### src/design/stle_pkg.sv
// ----------------------------------------------------------------------------
// Sprite tile list expander package
// Field positions, widths and screen constants shared by the expander.
// ----------------------------------------------------------------------------
package stle_pkg;

    localparam int S_TDATA_W = 48;   // attr, code, pos words
    localparam int M_TDATA_W = 40;   // 39 bits of placement, one pad bit
    localparam int WORD_W    = 16;
    localparam int CODE_W    = 13;
    localparam int COORD_W   = 10;
    localparam int COLOR_W   = 4;
    localparam int SPAN_W    = 3;    // tile index within one axis, 0..7

    // attribute word
    localparam int ATTR_EN_BIT  = 15;
    localparam int ATTR_FY_BIT  = 14;
    localparam int ATTR_FX_BIT  = 13;
    localparam int ATTR_LH_LSB  = 11;
    localparam int ATTR_LW_LSB  = 9;

    // position word
    localparam int POS_COLOR_LSB = 12;
    localparam int POS_FLASH_BIT = 11;

    localparam int POSN_W    = 9;
    localparam int TILE_PIX  = 16;
    localparam int X_MIRROR  = 240;
    localparam int Y_MIRROR  = 232;

    // log2 tile count to count minus one: 0,1,3,7
    function automatic logic [SPAN_W-1:0] span_m1(input logic [1:0] lg);
        span_m1 = SPAN_W'((4'd1 << lg) - 4'd1);
    endfunction

    // fold a 9-bit position into signed 10 bits (256..511 -> -256..-1)
    function automatic logic [COORD_W-1:0] fold_pos(input logic [POSN_W-1:0] p);
        fold_pos = {p[POSN_W-1], p};
    endfunction

endpackage

### src/design/sprite_tile_list_expander_top.sv
// ----------------------------------------------------------------------------
// Sprite tile list expander
// Throughput: one placement per cycle unless the output stalls; the input is not
// ready while an entry of W x H tiles (up to 64) is expanded, and a shared 10-bit
// coordinate adder and the code stepper advance one placement per cycle.
// Suppressed entries are accepted and dropped without leaving idle.
// Reset: asynchronous, active low; clears the sequencer and the output valid.
// ----------------------------------------------------------------------------
module sprite_tile_list_expander_top
(
    input  logic        clk,
    input  logic        rst_n,

    input  logic        s_axis_tvalid,
    output logic        s_axis_tready,
    // attr_word[15:0], code_word[31:16], pos_word[47:32]
    input  logic [stle_pkg::S_TDATA_W-1:0] s_axis_tdata,
    // odd_frame[0]
    input  logic        s_axis_tuser,

    output logic        m_axis_tvalid,
    input  logic        m_axis_tready,
    // tile_code[12:0], tile_x[22:13], tile_y[32:23], tile_color[36:33],
    // mirror_x[37], mirror_y[38], zero pad[39]
    output logic [stle_pkg::M_TDATA_W-1:0] m_axis_tdata,
    output logic        m_axis_tlast
);

    typedef enum logic {ST_IDLE, ST_RUN} state_t;

    localparam int CW = stle_pkg::CODE_W;
    localparam int XW = stle_pkg::COORD_W;
    localparam int SW = stle_pkg::SPAN_W;

    state_t          state_reg,   state_next;
    logic [SW-1:0]   row_reg,     row_next;
    logic [SW-1:0]   col_reg,     col_next;
    logic [SW-1:0]   rows_m1_reg, rows_m1_next;
    logic [SW-1:0]   cols_m1_reg, cols_m1_next;
    logic [XW-1:0]   x_reg,       x_next;
    logic [XW-1:0]   y_reg,       y_next;
    logic [XW-1:0]   y0_reg,      y0_next;
    logic [CW-1:0]   code_reg,    code_next;
    logic [CW-1:0]   code0_reg,   code0_next;
    logic [stle_pkg::COLOR_W-1:0] color_reg, color_next;
    logic            fx_reg,      fx_next;
    logic            fy_reg,      fy_next;

    logic            mvalid_reg,  mvalid_next;
    logic [CW-1:0]   ocode_reg,   ocode_next;
    logic [XW-1:0]   ox_reg,      ox_next;
    logic [XW-1:0]   oy_reg,      oy_next;
    logic [stle_pkg::COLOR_W-1:0] ocolor_reg, ocolor_next;
    logic            omx_reg,     omx_next;
    logic            omy_reg,     omy_next;
    logic            olast_reg,   olast_next;

    logic [stle_pkg::WORD_W-1:0] attr_w, code_w, pos_w;
    logic            accept, emit_now, slot_free, row_end, col_end, show;
    logic [XW-1:0]   step_src, step_sum;
    logic [CW-1:0]   code_step, base_code, new_rows_ext;
    logic [SW-1:0]   new_rows_m1;

    assign attr_w = s_axis_tdata[15:0];
    assign code_w = s_axis_tdata[31:16];
    assign pos_w  = s_axis_tdata[47:32];

    assign s_axis_tready = (state_reg == ST_IDLE);
    assign accept        = s_axis_tvalid && s_axis_tready;
    assign slot_free     = !mvalid_reg || m_axis_tready;
    assign emit_now      = (state_reg == ST_RUN) && slot_free;
    assign row_end       = (row_reg == rows_m1_reg);
    assign col_end       = (col_reg == cols_m1_reg);

    // drop disabled entries and flashing ones on even frames
    assign show = attr_w[stle_pkg::ATTR_EN_BIT]
                  && !(pos_w[stle_pkg::POS_FLASH_BIT] && !s_axis_tuser);

    // shared coordinate adder: next column x at row end, else next row y
    assign step_src = row_end ? x_reg : y_reg;
    assign step_sum = step_src - XW'(stle_pkg::TILE_PIX);

    assign code_step = fy_reg ? (code_reg + CW'(1)) : (code_reg - CW'(1));

    assign new_rows_m1  = stle_pkg::span_m1(attr_w[stle_pkg::ATTR_LH_LSB +: 2]);
    assign new_rows_ext = CW'(new_rows_m1);
    assign base_code    = code_w[CW-1:0] & ~new_rows_ext;

    always_comb
    begin
        state_next   = state_reg;
        row_next     = row_reg;
        col_next     = col_reg;
        rows_m1_next = rows_m1_reg;
        cols_m1_next = cols_m1_reg;
        x_next       = x_reg;
        y_next       = y_reg;
        y0_next      = y0_reg;
        code_next    = code_reg;
        code0_next   = code0_reg;
        color_next   = color_reg;
        fx_next      = fx_reg;
        fy_next      = fy_reg;
        mvalid_next  = mvalid_reg;
        ocode_next   = ocode_reg;
        ox_next      = ox_reg;
        oy_next      = oy_reg;
        ocolor_next  = ocolor_reg;
        omx_next     = omx_reg;
        omy_next     = omy_reg;
        olast_next   = olast_reg;

        if (m_axis_tready)
        begin
            mvalid_next = 1'b0;
        end

        if (accept && show)
        begin
            state_next   = ST_RUN;
            row_next     = '0;
            col_next     = '0;
            rows_m1_next = new_rows_m1;
            cols_m1_next = stle_pkg::span_m1(attr_w[stle_pkg::ATTR_LW_LSB +: 2]);
            x_next       = XW'(stle_pkg::X_MIRROR)
                           - stle_pkg::fold_pos(pos_w[stle_pkg::POSN_W-1:0]);
            y_next       = XW'(stle_pkg::Y_MIRROR)
                           - stle_pkg::fold_pos(attr_w[stle_pkg::POSN_W-1:0]);
            y0_next      = y_next;
            fy_next      = attr_w[stle_pkg::ATTR_FY_BIT];
            fx_next      = attr_w[stle_pkg::ATTR_FX_BIT];
            color_next   = pos_w[stle_pkg::POS_COLOR_LSB +: stle_pkg::COLOR_W];
            // flipped in y counts up from the aligned base, else down from its top
            code_next    = fy_next ? base_code : (base_code | new_rows_ext);
            code0_next   = code_next;
        end

        if (emit_now)
        begin
            mvalid_next = 1'b1;
            ocode_next  = code_reg;
            ox_next     = x_reg;
            oy_next     = y_reg;
            ocolor_next = color_reg;
            omx_next    = fx_reg;
            omy_next    = fy_reg;
            olast_next  = row_end && col_end;
            if (row_end)
            begin
                row_next  = '0;
                col_next  = col_reg + SW'(1);
                x_next    = step_sum;
                y_next    = y0_reg;
                code_next = code0_reg;
                if (col_end)
                begin
                    state_next = ST_IDLE;
                end
            end
            else
            begin
                row_next  = row_reg + SW'(1);
                y_next    = step_sum;
                code_next = code_step;
            end
        end
    end

    always_ff @(posedge clk or negedge rst_n)
    begin
        if (!rst_n)
        begin
            state_reg   <= ST_IDLE;
            row_reg     <= '0;
            col_reg     <= '0;
            rows_m1_reg <= '0;
            cols_m1_reg <= '0;
            x_reg       <= '0;
            y_reg       <= '0;
            y0_reg      <= '0;
            code_reg    <= '0;
            code0_reg   <= '0;
            color_reg   <= '0;
            fx_reg      <= 1'b0;
            fy_reg      <= 1'b0;
            mvalid_reg  <= 1'b0;
            ocode_reg   <= '0;
            ox_reg      <= '0;
            oy_reg      <= '0;
            ocolor_reg  <= '0;
            omx_reg     <= 1'b0;
            omy_reg     <= 1'b0;
            olast_reg   <= 1'b0;
        end
        else
        begin
            state_reg   <= state_next;
            row_reg     <= row_next;
            col_reg     <= col_next;
            rows_m1_reg <= rows_m1_next;
            cols_m1_reg <= cols_m1_next;
            x_reg       <= x_next;
            y_reg       <= y_next;
            y0_reg      <= y0_next;
            code_reg    <= code_next;
            code0_reg   <= code0_next;
            color_reg   <= color_next;
            fx_reg      <= fx_next;
            fy_reg      <= fy_next;
            mvalid_reg  <= mvalid_next;
            ocode_reg   <= ocode_next;
            ox_reg      <= ox_next;
            oy_reg      <= oy_next;
            ocolor_reg  <= ocolor_next;
            omx_reg     <= omx_next;
            omy_reg     <= omy_next;
            olast_reg   <= olast_next;
        end
    end

    assign m_axis_tvalid = mvalid_reg;
    assign m_axis_tlast  = olast_reg;
    assign m_axis_tdata  = {1'b0, omy_reg, omx_reg, ocolor_reg, oy_reg, ox_reg, ocode_reg};

`ifndef NO_ASSERTIONS
    a_row_in_range: assert property (@(posedge clk) disable iff (!rst_n)
        (state_reg == ST_RUN) |-> (row_reg <= rows_m1_reg))
        else $error("row counter beyond sprite height");

    a_col_in_range: assert property (@(posedge clk) disable iff (!rst_n)
        (state_reg == ST_RUN) |-> (col_reg <= cols_m1_reg))
        else $error("column counter beyond sprite width");

    a_last_ends_run: assert property (@(posedge clk) disable iff (!rst_n)
        (emit_now && row_end && col_end) |=> (state_reg == ST_IDLE && m_axis_tlast))
        else $error("final placement did not end the run");

    a_no_overwrite: assert property (@(posedge clk) disable iff (!rst_n)
        (m_axis_tvalid && !m_axis_tready) |=> $stable(m_axis_tdata))
        else $error("pending placement overwritten");
`endif

endmodule

### config.mk
export PLATFORM = sky130hd
export DESIGN_NAME = sprite_tile_list_expander_top
export DESIGN_NICKNAME = d
export VERILOG_FILES = /design/src/design/stle_pkg.sv /design/src/design/sprite_tile_list_expander_top.sv
export SDC_FILE = /design/constraint.sdc
export NUM_CORES = 1
export LEC_CHECK = 0
export ABC_AREA = 1
export BUFFER_PORTS_ARGS = -buffer_cell sky130_fd_sc_hd__buf_2
export CELL_PAD_IN_SITES_DETAIL_PLACEMENT = 0
export CELL_PAD_IN_SITES_GLOBAL_PLACEMENT = 1
export CORE_MARGIN = 1
export CORE_UTILIZATION = 32
export CTS_CLUSTER_DIAMETER = 80
export DETAILED_ROUTE_END_ITERATION = 7
export HOLD_SLACK_MARGIN = 0.03
export PLACE_DENSITY_LB_ADDON = 0.15
export SETUP_SLACK_MARGIN = 0.2
export SYNTH_ARGS = -nofsm -noshare
export SYNTH_HDL_FRONTEND = slang
export SYNTH_SLANG_ARGS = --single-unit
export TNS_END_PERCENT = 100
### constraint.sdc
create_clock -name clk -period 3.8 [get_ports clk]
set_input_delay 1.14 -clock clk [delete_from_list [all_inputs] [get_ports clk]]
set_output_delay 1.14 -clock clk [all_outputs]
set_load 0.02 [all_outputs]
# Word-level counts from Yosys, hierarchy flattened
# Index checks and enable logic that the tools add are counted.
# W data, S select, Z words.
dict set report word_totals {
  register_bits 116
  out_inout_bits 43
  input_bits 53
}
dict set report classes {
  addsub 9
  n_mux 24
  n_shift 2
  n_reduce_logical 12
  eq_ne 2
  bitwise 4
}
# operator count
set ops {}
lappend ops {{$mux W10} 7}
lappend ops {{$mux W13} 5}
lappend ops {{$sub A9 B9 Y10 const A} 2}
lappend ops {{$mux W3} 6}
lappend ops {{$add A13 B1 Y13 const B} 1}
lappend ops {{$and A13 B13 Y13} 1}
lappend ops {{$not A3 Y13} 1}
lappend ops {{$or A13 B3 Y13} 1}
lappend ops {{$sub A13 B1 Y13 const B} 1}
lappend ops {{$sub A10 B5 Y10 const B} 1}
lappend ops {{$add A3 B1 Y3 const B} 2}
lappend ops {{$eq A3 B3 Y1} 2}
lappend ops {{$logic_and A1 B1 Y1} 6}
lappend ops {{$mux W1} 6}
lappend ops {{$shl A1 B2 Y3 const A} 2}
lappend ops {{$sub A3 B1 Y3 const B} 2}
lappend ops {{$reduce_bool A2 Y1} 2}
lappend ops {{$logic_not A1 Y1} 3}
lappend ops {{$logic_or A1 B1 Y1} 1}
lappend ops {{$not A1 Y1} 1}

# Longest topological paths before layout
# Gate-level depths: netlist (run 1).
dict set report logic_depth {
  ltp_word 9
  mapped_depth 13
  ltp_nobuf 12
}

# Worst setup path after synthesis (run 1)
# Ideal clock, no wire load.
dict set report synth_timing {
  path_type {input-to-reg}
  from {in m_axis_tready}
  to {reg y_reg[3]}
  slack_ps 1530
  cell_stages 9
  required_ps 3675
  path_buffers 2
  arrival_ps 2145
  path_cell_list {inv_1 > nand2_1 > nand2_1 > inv_2 > nand4_1 > buf_2 > buf_2 > o221ai_1 > nand2_1}
}
dict set report synth_via {
  elab_chain_cells 3
  elab_cells_between_ends 4
  classes_between {mux (1); reduce/logical (3)}
}
# element line
set synth_lines {}
lappend synth_lines {{from (decl)} sprite_tile_list_expander_top.sv:22} ;# input logic m_axis_tready,
lappend synth_lines {{$logic_or A1 B1 Y1 *} sprite_tile_list_expander_top.sv:70} ;# assign slot_free = !mvalid_reg || m_axis_tready;
lappend synth_lines {{$logic_and A1 B1 Y1 *} sprite_tile_list_expander_top.sv:71} ;# assign emit_now = (state_reg == ST_RUN) && slot_free;
lappend synth_lines {{$mux W10 or $reduce_bool A2 Y1 (tied branches)} --}
lappend synth_lines {{to (signal assigned)} sprite_tile_list_expander_top.sv:203} ;# y_reg <= y_next;
lappend synth_lines {{to (decl)} sprite_tile_list_expander_top.sv:41} ;# logic [XW-1:0] y_reg, y_next;
# Every way passes the cells marked *; elsewhere a longest branch is shown, timed or not.
# A chain may end at the register's enable or synchronous reset.

# Worst setup path after layout (run 1)
dict set report layout_timing {
  from {reg fy_reg}
  to {reg code_reg[8]}
}
dict set report layout_via {
  elab_chain_cells 3
}
# element line
set layout_lines {}
lappend layout_lines {{from (decl)} sprite_tile_list_expander_top.sv:47} ;# logic fy_reg, fy_next;
lappend layout_lines {{from (signal assigned)} sprite_tile_list_expander_top.sv:209} ;# fy_reg <= fy_next;
lappend layout_lines {{$mux W13} sprite_tile_list_expander_top.sv:83} ;# assign code_step = fy_reg ? (code_reg + CW'(1)) : (code_reg - CW'(1));
lappend layout_lines {{$mux W13} sprite_tile_list_expander_top.sv:148} ;# if (row_end)
lappend layout_lines {{$mux W13} sprite_tile_list_expander_top.sv:138} ;# if (emit_now)
lappend layout_lines {{to (signal assigned)} sprite_tile_list_expander_top.sv:205} ;# code_reg <= code_next;
lappend layout_lines {{to (decl)} sprite_tile_list_expander_top.sv:43} ;# logic [CW-1:0] code_reg, code_next;
# No other way between the ends.

==> qor.yml, run 1 <==
status:
  outcome: "finished with violations"
  violations: "DRC"
routing:
  wl_um: 15950
  wl_per_cell_um: 15.00
  drc: 6
  drt-initial-drc-count: 419
  num_vias: 5178
  antenna_left: 0
  via_per_inst: 4.871
  firstDrtPassIters: 7
global_route:
  grt_max_degree: 57
  grt_pass1_vias: 5056
  grt_pass1_wl_um: 26390
  antenna_found_initial: 0
  grt-ovfl-total: 0
  grtUsageTotal_pct: 17.68
setup_path:
  critPathCaptureType: "flip-flop"
  rr_startpoint: "fy_reg"
  worstPathArrival_ps: 2980
  cp.required_ps: 4160
  path_class: "reg -> reg"
  r2r-end: "code_reg[8]"
  cp_max_fo: 14
  reg2reg_depth: 11
  r2r_slack_ps: 1170
  startpoint_type: "flip-flop"
pwr:
  powerDensity_nw_per_um2: 978.2
  ir_drop_mv: 0.4187
  p_leak_nw: 3.751
floorplanning:
  die_area_um2: 19160
  core-area_um2: 18090
  dieWidth_um: 138.4
  start_util_pct: 32.93
  io_pins: 96
  die-height_um: 138.4
  rows: 49
clocking:
  cts_buffer_depth: 2
  post_cts_resized: 0
  cts_root_buf: "clkbuf_16"
  cts_made_buffers: 17
  cts.sinks: 116
  cts_max_level: 4
  postCtsSetupRepairBufs: 0
  clkTransAtPathRegs_ps: 50
  cts_tree: "yes"
  clk_latency_ps: 420
  hold_buffers: 0
timing:
  drv_slew: 0
  period_share_pct: 69.10
  fin_setup_tns_ps: 0
  fmax_mhz: 380.9
  worstMarginPinSlew_ps: 570.6
  hold_viol: 0
  relSlewSlack_pct: 61.92
  hold_ws_ps: 472.1
  setup_violations: 0
  min_period_ps: 2626
  layout_setup_ws_ps: 1174
  rsz0062_at_grt: "no"
  fin_skew_ps: 5.741
final_layout:
  drive_gt1_share_pct: 18.11
  utilization_pct: 40.17
  layout_common_cells: "nand2_1, dfrtp_1, o21ai_0"
  fin_nets: 892
  final_common_cell: "nand2_1"
  synthToLayoutAreaGrowth_pct: 21.97
  n_antenna_cell: 0
worst_hold_path:
  min_to: "y0_reg[5]"
  min_from: "y0_reg[5]"
  hold_class: "reg -> reg"
  holdPathStages: 2
yosys:
  syn_area_um2: 5956
  syn-num-nets: 805
  synthCells: 735
  ys.flop_type: "dfrtp_1"
  synth-edff-count: 0
  avgSynthCellArea_um2: 8.103
  yosysWarnings: 0
  yosysSeqAreaShare_pct: 48.74
  ys_ff_latch: 116
  async_reset_ff_share_pct: 100.0
  synth_cell_type_count: 41
placement:
  dp_hpwl_um: 10750
  place.gp.congestion: 0.8418
  post-place-ws_ps: 1004
  numPortBuffers: 89
job:
  max-cap-violations: 0
## cell families (layout without fill, tap and decap cells)
logic type,count (synthesis),in the layout,synth area share (%)
other,1,1,0.06296
XOR/XNOR,13,13,2.227
flip-flops,116,116,48.74
adder cells (fa/ha/maj),17,17,3.697
AND/OR/NAND/NOR,320,320,22.63
AO/OA/AOI/OAI,160,160,15.19
buffers and inverters,107,206,7.290
multiplexers,1,1,0.1681
## synth_stat cells (3+ instances only)
cell | number | area, µm²
a21oi_1 | 26 | 130.1
a22oi_1 | 3 | 22.52
buf_1 | 3 | 11.26
buf_2 | 5 | 25.02
buf_4 | 3 | 22.52
clkbuf_1 | 17 | 63.81
dfrtp_1 | 116 | 2903
ha_1 | 16 | 200.2
inv_1 | 74 | 277.8
nand2_1 | 232 | 870.8
nand2_2 | 10 | 62.56
nand3_1 | 25 | 125.1
nand4_1 | 16 | 100.1
nor2_1 | 26 | 97.59
nor3_1 | 5 | 25.02
o211ai_1 | 3 | 22.52
o21a_1 | 5 | 37.54
o21ai_0 | 93 | 465.5
o21ai_1 | 3 | 15.01
o21bai_1 | 3 | 22.52
o221ai_1 | 8 | 70.07
o22ai_1 | 11 | 68.82
xnor2_1 | 6 | 52.55
xor2_1 | 6 | 52.55
## power breakdown
| group | total (W) | internal, W | switching [W] |
|---|---|---|---|
| Combinational | 0.00323 | 0.00112 | 0.00211 |
| Sequential | 0.00220 | 0.00184 | 0.000356 |
| Clock | 0.00168 | 0.00111 | 0.000570 |
| Total | 0.00711 | 0.00407 | 0.00304 |
## stage by stage
stage	total power (W)	cell area (µm²)	instances
floorplan	0.004518	5956	735
global placement	0.005385	6645	1032
detailed placement	0.005446	6645	1032
CTS	0.007170	7264	1063
global route	0.007708	7264	1063
finish	0.007106	7264	1063
## layout make-up
| type | instances | area (µm²) |
|---|---|---|
| clock buffers | 22 | 494.2 |
| clock inverters | 9 | 125.1 |
| fillers | 1892 | 10820 |
| inverters | 77 | 289.0 |
| multi-input cells | 512 | 2626 |
| flip-flops and latches | 116 | 2903 |
| well taps | 229 | 286.5 |
| repair buffers | 98 | 540.5 |
## worst max-delay path by stage
stage | from | endpoint | cells after the start
finish | fy_reg | code_reg[8] | 11
floorplan | m_axis_tready | y_reg[3] | 9
detailed placement | m_axis_tready | y_reg[8] | 10
global route | fy_reg | code_reg[8] | 11
CTS | fy_reg | code_reg[8] | 11
global placement | s_axis_tuser | y_reg[9] | 12
## routing by layer
layer	vias up	share of wire, %	routed length, µm	GRT usage [%]
met5	-	0	0	0
met4	0	1.4	230	6.387
met3	19	3.6	573	3.464
met2	107	45	7174	27.20
met1	2466	50	7970	24.70
li1	2586	-	-	-
## critical path: stages, from the launching register on
cell and delay (ps):
dfrtp_1 400, inv_1 430, ha_1 400, a21oi_1 230, nand2_1 130, a21boi_0 420
o21ai_0 200, nor2_1 120, nor2_1 50, nand2_1 70, nand3_1 60, nand2_1 60
Note: power is estimated with default switching activity, not from simulation.
==> run 2: changes to the inputs <==
==> constraint.sdc (replaced) <==
create_clock -name clk -period 2.4 [get_ports clk]
set_input_delay 0.72 -clock clk [delete_from_list [all_inputs] [get_ports clk]]
set_output_delay 0.72 -clock clk [all_outputs]
set_load 0.02 [all_outputs]
==> qor.yml, run 2 (synthesis gave the netlist of run 1 again) <==
final_layout:
  nFillCells: 1806  # -4.5%
  n_antenna_cell: 0  # unchanged
  final_common_cell: "nand2_1"
  layout_common_cells: "nand2_1, dfrtp_1, o21ai_0"
  multiInputGateArea_um2: 2708  # +3.1%
  fin_cells: 1079  # +1.5%
  drive_gt1_share_pct: 20.94  # +2.8 points
  regArea_um2: 2904  # about the same
  fin_nets: 909  # +1.9%
  synthToLayoutAreaGrowth_pct: 24.54
setup_path:
  crit_start: "fy_reg"
  startpoint_type: "flip-flop"
  worstPathArrival_ps: 2400  # -580 ps
  r2r-end: "code_reg[8]"
  path_class: "reg -> reg"
  crit_end: "code_reg[8]"
  cp_max_fo: 5  # -9
  cp.required_ps: 2760  # -1400 ps
  rr_startpoint: "fy_reg"
  r2r_slack_ps: 350  # -820 ps
  critPathCaptureType: "flip-flop"
  reg2reg_depth: 11  # unchanged
timing:
  rsz0062_at_grt: "yes"
  relSlewSlack_pct: 54.85  # -7.1 points
  period_share_pct: 85.21  # +16 points
  drv_slew: 0  # unchanged
  hold_viol: 0  # unchanged
  fmax_mhz: 489.0  # +28%
  fin_setup_tns_ps: 0  # unchanged
  layout_setup_ws_ps: 354.8  # -819.5 ps
  setup_violations: 0  # unchanged
  fin_skew_ps: 9.022  # +3.281 ps
  worstMarginPinSlew_ps: 677.2  # +106.7 ps
  min_period_ps: 2045  # -580.5 ps
job:
  max-cap-violations: 0  # unchanged
clocking:
  cts_root_buf: "clkbuf_16"
  clk_latency_ps: 420  # about the same
  clkTransAtPathRegs_ps: 50  # about the same
  cts_max_level: 4  # unchanged
  cts_made_buffers: 17  # unchanged
  cts.sinks: 116  # unchanged
  hold_buffers: 0  # unchanged
  cts_tree: "yes"
  cts_buffer_depth: 2  # unchanged
global_route:
  grt_max_degree: 117  # +110%
  grt_pass1_vias: 5154  # +1.9%
  grt-ovfl-total: 0  # unchanged
  grt_pass1_wl_um: 26610  # +0.81%
  antenna_found_initial: 0  # unchanged
  grtUsageTotal_pct: 17.78  # +0.10 points
placement:
  numPortBuffers: 89  # unchanged
  dp.cells: 1046  # +1.4%
  place.gp.congestion: 0.8571  # +1.8%
  post-place-ws_ps: 134.5  # -869.4 ps
  dp_hpwl_um: 10720  # -0.25%
pwr:
  p_leak_nw: 3.795  # +1.2%
  ir_drop_mv: 0.6563  # +57%
  powerDensity_nw_per_um2: 1548  # +58%
routing:
  drc: 6  # unchanged
  wl_per_cell_um: 14.90  # -0.71%
  antenna_left: 0  # unchanged
  via_per_inst: 4.881  # +0.21%
  num_vias: 5267  # +1.7%
  drt-initial-drc-count: 361  # -14%
  wl_um: 16070  # +0.78%
  firstDrtPassIters: 7  # unchanged
worst_hold_path:
  hold_class: "in -> async"
status:
  outcome: "finished with violations"
  violations: "DRC"
floorplanning:
  die_area_um2: 19160  # unchanged
  start_util_pct: 32.93  # unchanged
  core-area_um2: 18090  # unchanged
  rows: 49  # unchanged
  dieWidth_um: 138.4  # unchanged
  io_pins: 96  # unchanged
  die-height_um: 138.4  # unchanged
-- run 2: cell types whose count changed in the layout (fill, tap and decap cells not counted), moves of 2 or more --
cell and change:
bufinv_16 -2, buf_4 +15, clkbuf_1 +4, a21oi_2 +5, a21oi_1 -5, ha_1 -5
ha_4 +4
-- run 2: routing by layer --
layer  vias up  wire length (µm)  GRT usage [%]
li1       2618                 -              -
met2       134              7104          26.80
met3        23               747          3.672
met5         -                 0              0
met1      2492              7917          24.91
met4         0               304          7.096
-- run 2: final cells by class --
type | instances | share of cell area (%)
clock buffers | 25 | 6.680
clock inverters | 5 | 0.6748
inverters | 77 | 3.947
multi-input cells | 512 | 36.50
flip-flops and latches | 116 | 39.15
well taps | 229 | 3.863
repair buffers | 114 | 9.076
repair inverters | 1 | 0.1012
-- run 2: worst max-delay path, stage by stage (launching register included) --
cell,delay (ps)
dfrtp_2,420
clkinvlp_4,180
fa_1,470
nand3_1,120
nand2_1,80
a21boi_1,200
o21ai_0,150
nor2_1,110
nor2_1,40
nand2_1,70
nand3_1,70
nand2_1,60
-- run 2: how the worst min path moves through the flow --
stage                  start  depth (start not counted)            end  slack, ps
4_1_cts                rst_n                          2   ocode_reg[5]        430
3_5_place_dp       y0_reg[5]                          2      y0_reg[5]        460
6_report               rst_n                          2   ocode_reg[5]        380
5_1_grt                rst_n                          2   ocode_reg[5]        450
3_3_place_gp   ocode_reg[11]                          2  ocode_reg[11]        460
2_1_floorplan          rst_n                          0   code0_reg[0]        420
-- run 2: what timing repair did --
| item | in CTS | in global routing |
|---|---|---|
| endpoints found under the setup margin | 4 | 6 |
| cloned | 1 | 0 |
| buffers inserted | 0 | 2 |
| resized for setup | 5 | 15 |
| hold endpoints to repair | 0 | 0 |
| pin swaps | 0 | 0 |
-- run 2: where the power goes --
| group | internal (W) | switching [W] |
|---|---|---|
| clock network | 0.00151 | 0.000871 |
| logic | 0.00212 | 0.00347 |
| registers | 0.00292 | 0.000590 |
| total | 0.00656 | 0.00493 |
-- run 2: through the flow --
step | utilization (%) | instance area (µm²) | hold slack, ps | power, W
6_report | 41.01 | 7417 | 376.4 | 0.01148
5_1_grt | 41.01 | 7417 | 445.7 | 0.01248
4_1_cts | 40.50 | 7325 | 432.3 | 0.01136
3_5_place_dp | 37.39 | 6763 | 461.6 | 0.008859
3_3_place_gp | 37.39 | 6763 | 457.4 | 0.008772
2_1_floorplan | - | 5956 | 424.4 | 0.007154
